`src/sv/ipc_pkg.sv`:
```
// Shared types and constants for the iteration palette colorizer.
// Used by the top level and the remainder pipeline; depends on nothing.
package ipc_pkg;

  localparam int CountW  = 24;
  localparam int HueW    = 24;
  localparam int AddrInW = 12;
  localparam int ChanW   = 8;
  localparam int CfgW    = 32;
  localparam int CfgIdxW = 3;
  localparam int SumW    = 33;
  localparam int ProdW   = 50;
  localparam int ScaleSh = 8;
  localparam int QuoW    = 40;

  localparam logic OP_LOAD  = 1'b0;
  localparam logic OP_PIXEL = 1'b1;

  localparam logic [CfgIdxW-1:0] REG_ENTRIES = 3'd0;
  localparam logic [CfgIdxW-1:0] REG_SCALE   = 3'd1;
  localparam logic [CfgIdxW-1:0] REG_PHASE   = 3'd2;
  localparam logic [CfgIdxW-1:0] REG_OFFSET  = 3'd3;
  localparam logic [CfgIdxW-1:0] REG_MIN     = 3'd4;
  localparam logic [CfgIdxW-1:0] REG_MAX     = 3'd5;

  typedef struct packed {
    logic               op;
    logic [AddrInW-1:0] addr;
    logic [HueW-1:0]    hv;
    logic               black;
  } side_t;

endpackage

```
`src/sv/ipc_mod_pipe.sv`:
```
// Pipelined remainder unit: one dividend bit per stage, then a wrap stage
// that makes the remainder of a negative value non-negative. Uses ipc_pkg.
module ipc_mod_pipe #(
  parameter int DW = 40,
  parameter int NW = 13
) (
  input  logic           clk,
  input  logic           rst,
  input  logic           en,
  input  logic           in_valid,
  input  ipc_pkg::side_t in_side,
  input  logic           in_neg,
  input  logic [DW-1:0]  in_mag,
  input  logic [NW-1:0]  n,
  output logic           out_valid,
  output ipc_pkg::side_t out_side,
  output logic [NW-1:0]  out_rem
);
  import ipc_pkg::*;

  function automatic logic [NW-1:0] rem_step(logic [NW-1:0] r, logic b, logic [NW-1:0] d);
    logic [NW:0] t;
    t = {r, b};
    if (t >= {1'b0, d}) begin
      t = t - {1'b0, d};
    end
    return t[NW-1:0];
  endfunction

  logic [DW-1:0] vld;
  logic [DW-1:0] neg;
  side_t         side [DW];
  logic [DW-1:0] mag  [DW];
  logic [NW-1:0] rem  [DW];

  for (genvar k = 0; k < DW; k++) begin : g_stage
    logic          pv;
    logic          pn;
    side_t         ps;
    logic [DW-1:0] pm;
    logic [NW-1:0] pr;
    if (k == 0) begin : g_first
      assign pv = in_valid;
      assign pn = in_neg;
      assign ps = in_side;
      assign pm = in_mag;
      assign pr = '0;
    end else begin : g_rest
      assign pv = vld[k-1];
      assign pn = neg[k-1];
      assign ps = side[k-1];
      assign pm = mag[k-1];
      assign pr = rem[k-1];
    end
    always_ff @(posedge clk) begin
      if (rst) begin
        vld[k] <= 1'b0;
      end else if (en) begin
        vld[k] <= pv;
      end
    end
    always_ff @(posedge clk) begin
      if (en) begin
        neg[k]  <= pn;
        side[k] <= ps;
        mag[k]  <= pm;
        rem[k]  <= rem_step(pr, pm[DW-1-k], n);
      end
    end
  end

  always_ff @(posedge clk) begin
    if (rst) begin
      out_valid <= 1'b0;
    end else if (en) begin
      out_valid <= vld[DW-1];
    end
  end

  always_ff @(posedge clk) begin
    if (en) begin
      out_side <= side[DW-1];
      if (neg[DW-1] && (rem[DW-1] != '0)) begin
        out_rem <= n - rem[DW-1];
      end else begin
        out_rem <= rem[DW-1];
      end
    end
  end

endmodule

```
`config.mk`:
```
export PLATFORM = sky130hd
export DESIGN_NAME = ipc_mod_pipe
export DESIGN_NICKNAME = d
export VERILOG_FILES = /design/src/sv/ipc_pkg.sv /design/src/sv/ipc_mod_pipe.sv
export SDC_FILE = /design/constraint.sdc
export NUM_CORES = 2
export LEC_CHECK = 0
export BUFFER_PORTS_ARGS = -buffer_cell sky130_fd_sc_hd__buf_2
export CAP_MARGIN = 30
export CORE_MARGIN = 1
export CORE_UTILIZATION = 50
export DETAILED_ROUTE_END_ITERATION = 7
export HOLD_SLACK_MARGIN = 0.02
export PLACE_DENSITY = 0.69
export SLEW_MARGIN = 5
export SYNTH_ARGS = -nofsm -noshare
export SYNTH_HDL_FRONTEND = slang
export SYNTH_SLANG_ARGS = --single-unit
```
`constraint.sdc`:
```
create_clock -name clk -period 8.04 [get_ports clk]
set_input_delay 0.402 -clock clk [delete_from_list [all_inputs] [get_ports clk]]
set_output_delay 0.402 -clock clk [all_outputs]
set_load 0.005 [all_outputs]
```
[After elaboration in Yosys (flattened, before gate mapping)]
Memories as Yosys holds them, arrays and structs flattened. A register that Yosys moved wholly into a read port is not among the register bits.
Cells that the tools add are included.
Word-level totals
  bits in registers: 94
  bits in writable memories: 3640
  bits of input ports: 96
  output and inout port bits: 52
  logic and storage cells: 251
  memories kept: 3
Memory list
  mag: depth 40, width 40, rd ports 39, clocked after Yosys merged registers in 0, write ports 40, line ipc_mod_pipe.sv:33  | logic [DW-1:0] mag [DW];
  side: depth 40, width 38, rd ports 40, clocked after Yosys merged registers in 1, write ports 40, line ipc_mod_pipe.sv:32  | side_t side [DW];
  rem: depth 40, width 13, rd ports 40, clocked after Yosys merged registers in 0, write ports 40, line ipc_mod_pipe.sv:34  | logic [NW-1:0] rem [DW];
Cells by class
  add/subtract/negate cells: 41
  order comparisons: 40
  multiplexer cells: 83
  reduce and logical (&&, ||, !) cells: 2
Operators with widths (count)
  2-to-1 mux 13 bit: 81
  greater-or-equal comparator 14 x 13 -> 1 bit: 39
  subtractor 13 bit: 40
  greater-or-equal comparator 1 x 13 -> 1 bit: 1
  nonzero test 13 bit: 1
  subtractor 1 x 13 -> 13 bit: 1
  2-to-1 mux 1 bit: 2
  logical AND 1 bit: 1

[Longest topological paths before layout]
An unclocked memory read counts as a cell.
  depth in word-level cells: 4
  gate-level depth with buffers: 12
  depth with buffers taken out: 10

[Least setup slack after synthesis]
OpenSTA, ideal clock, no wires.
  path type: input -> register
  from: in n[2]
  to: mem rem[7][9] (netlist: rem[0][100]), data pin
  library setup time: 0.260 ns
  arrival: 3.265 ns
  data required time: 7.780 ns
  path slack: 4.515 ns
  stages on the path: 10
  path buffers: 1
  path through: inv_1 -> ha_1 -> nor2b_1 -> o21ai_1 -> a21boi_1 -> o31ai_2 -> a31oi_1 -> a2111oi_4 -> buf_4 -> mux2_2
RTL lines
  start: declaration: line ipc_mod_pipe.sv:14  | input logic [NW-1:0] n,
  end: declaration: line ipc_mod_pipe.sv:34

==> impl_results.md <==
* Distinct cell type count after synthesis at 83
* Number of cells produced by synthesis at 7182
* CTS clk-pin slew, worst paths at 0.06 ns
* Site Rows at 178
* Initial antenna violation count at 3
* Worst setup EP type: flip-flop
* Status: completed
* # nets final at 8407
* Mapped Nets at 7839
* Hold Vio Cnt, Final at 0
* Vias at 59509
* Htree depth at 5
* Critical path class: input pin to flip-flop
* Final clock skew at 0.0573 ns
* Combinational power share at 0.285
* Area post-placement at 0.125 mm2
* CP Depth at 11
* Post-DRT Antenna Nets at 0
* Leak Pwr at 49.5 nW
* Hold_buf cts at 83
* Post-synthesis sequential area ratio at 0.739
* Reg-to-Reg Start: mag[2][256]
* Vias in the first global route at 58625
* Core footprint at 0.236 mm2
* Final period utilization at 0.456
* Die Ht at 491 um
* Drt pass-1 iters at 6
* Worst reg2reg path depth at 11
* Initial core utilization at 0.505
* Synth Warn # at 0
* Worst setup startpoint: n[1]
* Vias per cell at 5.35
* Fraction of layout cells with a size suffix above 1 at 0.137
* Clock tree buffer depth at 4
* Max Freq at 273 MHz
* CTS tree: built
* Routability cong. at 0.851
* Root Buffer: clkbuf_16
* Cells along the critical path: buf_4 > clkinv_2 > buf_4 > ha_1 > nand3_1 > nor3_1 > nor3_1 > a21oi_1 > a2111oi_4 > buf_6 > mux2_2
* Worst reg2reg setup slack at 4.59 ns
* Int Power at 0.0351 W
* Die area at 0.241 mm2
* Number of I/O pins at 148
* Resize count post-CTS at 0
* RSZ-0062 raised after global routing: no
* Part of the power in the clock network at 0.286
* Reg power frac at 0.429
* Number of synthesized flops with an enable pin at 2911
* Power Density at 363 mW/mm2
* Worst relative slew slack at 0.264
* Fraction of registers with async set or reset after synthesis at 0
* Crit-path max cell delay at 0.79 ns
* Initial DRC Count at 3841
* CP arrival at 4.27 ns
* Setup crit end: rem[3][5]
* Reg-to-reg endpoint: rem[2][94]
* Port bufs at 147
* Final setup margin at 4.38 ns
* Worst path top cell family by delay: buffers and inverters
* Top FF cell, synth: edfxtp_1
* Worst-Margin Slew at 1.10 ns
* Clock Latency Late Sink at 0.92 ns
* Total of max-cap violations at 0
* Worst VDD drop at 0.000274 V
* Slew Limit Fails at 0
* First-pass GRT wire length at 309000 um
* Worst Path Max Fanout at 25
* Die span in x at 491 um
* Slowest CP cell: clkinv_2
* CP Buf/Inv Count at 4
* Total gr overflow at 0
* Final min period at 3.66 ns
* Sink Count at 2952
* Synthesized area at 0.119 mm2
* Setup Slack @ Placement at 3.34 ns
* Yosys reg bits at 2952
* Post-Route WL at 193000 um
* TritonCTS buffer count at 321
* Post-CTS setup buffers at 0
* Design area at 0.136 mm2
* Syn Area/Cell at 16.6 um2
* Fill cells at 17688
* Post-route setup TNS at 0 ns
* Worst EP required at 8.65 ns
* Largest net degree at the start of global routing at 207
* Final setup viols at 0
* Worst hold path class: input pin to flip-flop
* DP Wirelength at 117000 um
* Net Switching at 0.0141 W
* Syn-to-layout area delta at 13.6%
* Fin util at 0.574
* Drt drc at 0
* Sw Ratio at 0.286
* Average routed wire per standard cell at 17.4 um
* CP Launch Type: input pin
* Total track usage at 0.159
cell usage after synthesis, types with 49 or more instances:
library cell  instances  area, um2
edfxtp_1           2911      87400
ha_1                521       6520
nor2_1              444       1670
mux2_2              334       3760
o21ai_0             325       1630
a21oi_1             303       1520
nand2_1             227        852
inv_1               199        747
xnor2_1             150       1310
xor2_1              134       1170
nor2b_1             130        813
a21o_1              120        901
mux2i_1             116       1160
nor3_1              104        521
o21a_1               98        736
nand2b_1             89        557
nand3_1              79        395
a21boi_0             62        465
o31ai_1              59        443
nand4_1              51        319
clkbuf_1             49        184
power groups by stage:
stage	combinational (W)	sequential, W	clock (W)
floorplan	0.0110	0.0208	0
global placement	0.0134	0.0214	0
detailed placement	0.0138	0.0214	0
CTS	0.0140	0.0211	0.0145
global route	0.0156	0.0213	0.0151
finish	0.0140	0.0211	0.0141
state kept, by name (all words and copies together), names as in the netlist:
signal	cells
g_stage.pn	39
g_stage.pv	39
mag	780
neg	1
out_rem	13
out_side	38
out_valid	1
rem	520
side	1520
vld	1
cell type report:
type / count / area (um2) / area share
diodes: 2 / 5.00 / 0.0000369
repair buffers: 324 / 2580 / 0.0190
inverters: 200 / 752 / 0.00554
clock buffers: 379 / 8400 / 0.0619
multi-input cells: 3951 / 30000 / 0.221
flip-flops and latches: 2952 / 88200 / 0.651
clock inverters: 174 / 1720 / 0.0126
well taps: 3150 / 3940 / 0.0291
cell usage in the layout (no fill, tap or decap), types with 39 or more instances in the layout:
cell,synthesis,layout
edfxtp_1,2911,2911
ha_1,521,521
nor2_1,444,444
mux2_2,334,334
clkbuf_16,0,327
o21ai_0,325,325
a21oi_1,303,303
nand2_1,227,227
inv_1,199,198
xnor2_1,150,150
buf_2,22,145
xor2_1,134,134
nor2b_1,130,130
a21o_1,120,120
mux2i_1,116,116
nor3_1,104,104
o21a_1,98,98
nand2b_1,89,89
dlygate4sd3_1,0,83
nand3_1,79,79
buf_4,5,67
clkinv_1,0,63
a21boi_0,62,62
o31ai_1,59,58
clkinv_2,0,51
nand4_1,51,51
clkbuf_1,49,50
a31oi_1,47,47
or2_2,43,43
o31a_1,41,41
dfxtp_1,41,41
nand3b_1,40,40
a211o_1,40,40
fa_1,40,40
or3_1,39,39
and3_1,39,39
logic make-up after synthesis:
family	synth area share
DFF	0.739
and+or+nand+nor	0.0573
AOI/OAI and AO/OA	0.0697
adders and majority gates	0.0613
muxes	0.0423
xor gates and xnor gates	0.0208
buffers and inverters	0.00929
worst min-delay path by stage:
stage | startpoint | endpoint | slack (ns) | depth (start not counted)
CTS | n[11] | out_rem[11] | 0.02 | 4
finish | en | side[2][30] | 0.06 | 1
global placement | side[27][13] | side[28][13] | 0.40 | 0
detailed placement | mag[0][84] | mag[0][124] | 0.40 | 0
global route | en | side[1][30] | 0.03 | 1
floorplan | g_stage[9].pn | g_stage[10].pn | 0.40 | 0
per-layer routing:
metal | vias to the layer above | GRT usage | share of wire
li1 | 29084 | - | -
met1 | 28795 | 0.219 | 0.46
met2 | 1181 | 0.254 | 0.46
met3 | 449 | 0.0262 | 0.042
met4 | 0 | 0.0580 | 0.033
met5 | - | 0 | 0
metrics by stage:
stage	power [W]	instances	hold WS (ns)
after global routing	0.0520	11132	0.0348
after floorplan	0.0318	7182	0.400
after CTS	0.0496	11123	0.0214
after detailed placement	0.0352	10487	0.405
final	0.0492	11132	0.0641
after global placement	0.0348	10481	0.400
(Power assumes the default switching activity.)
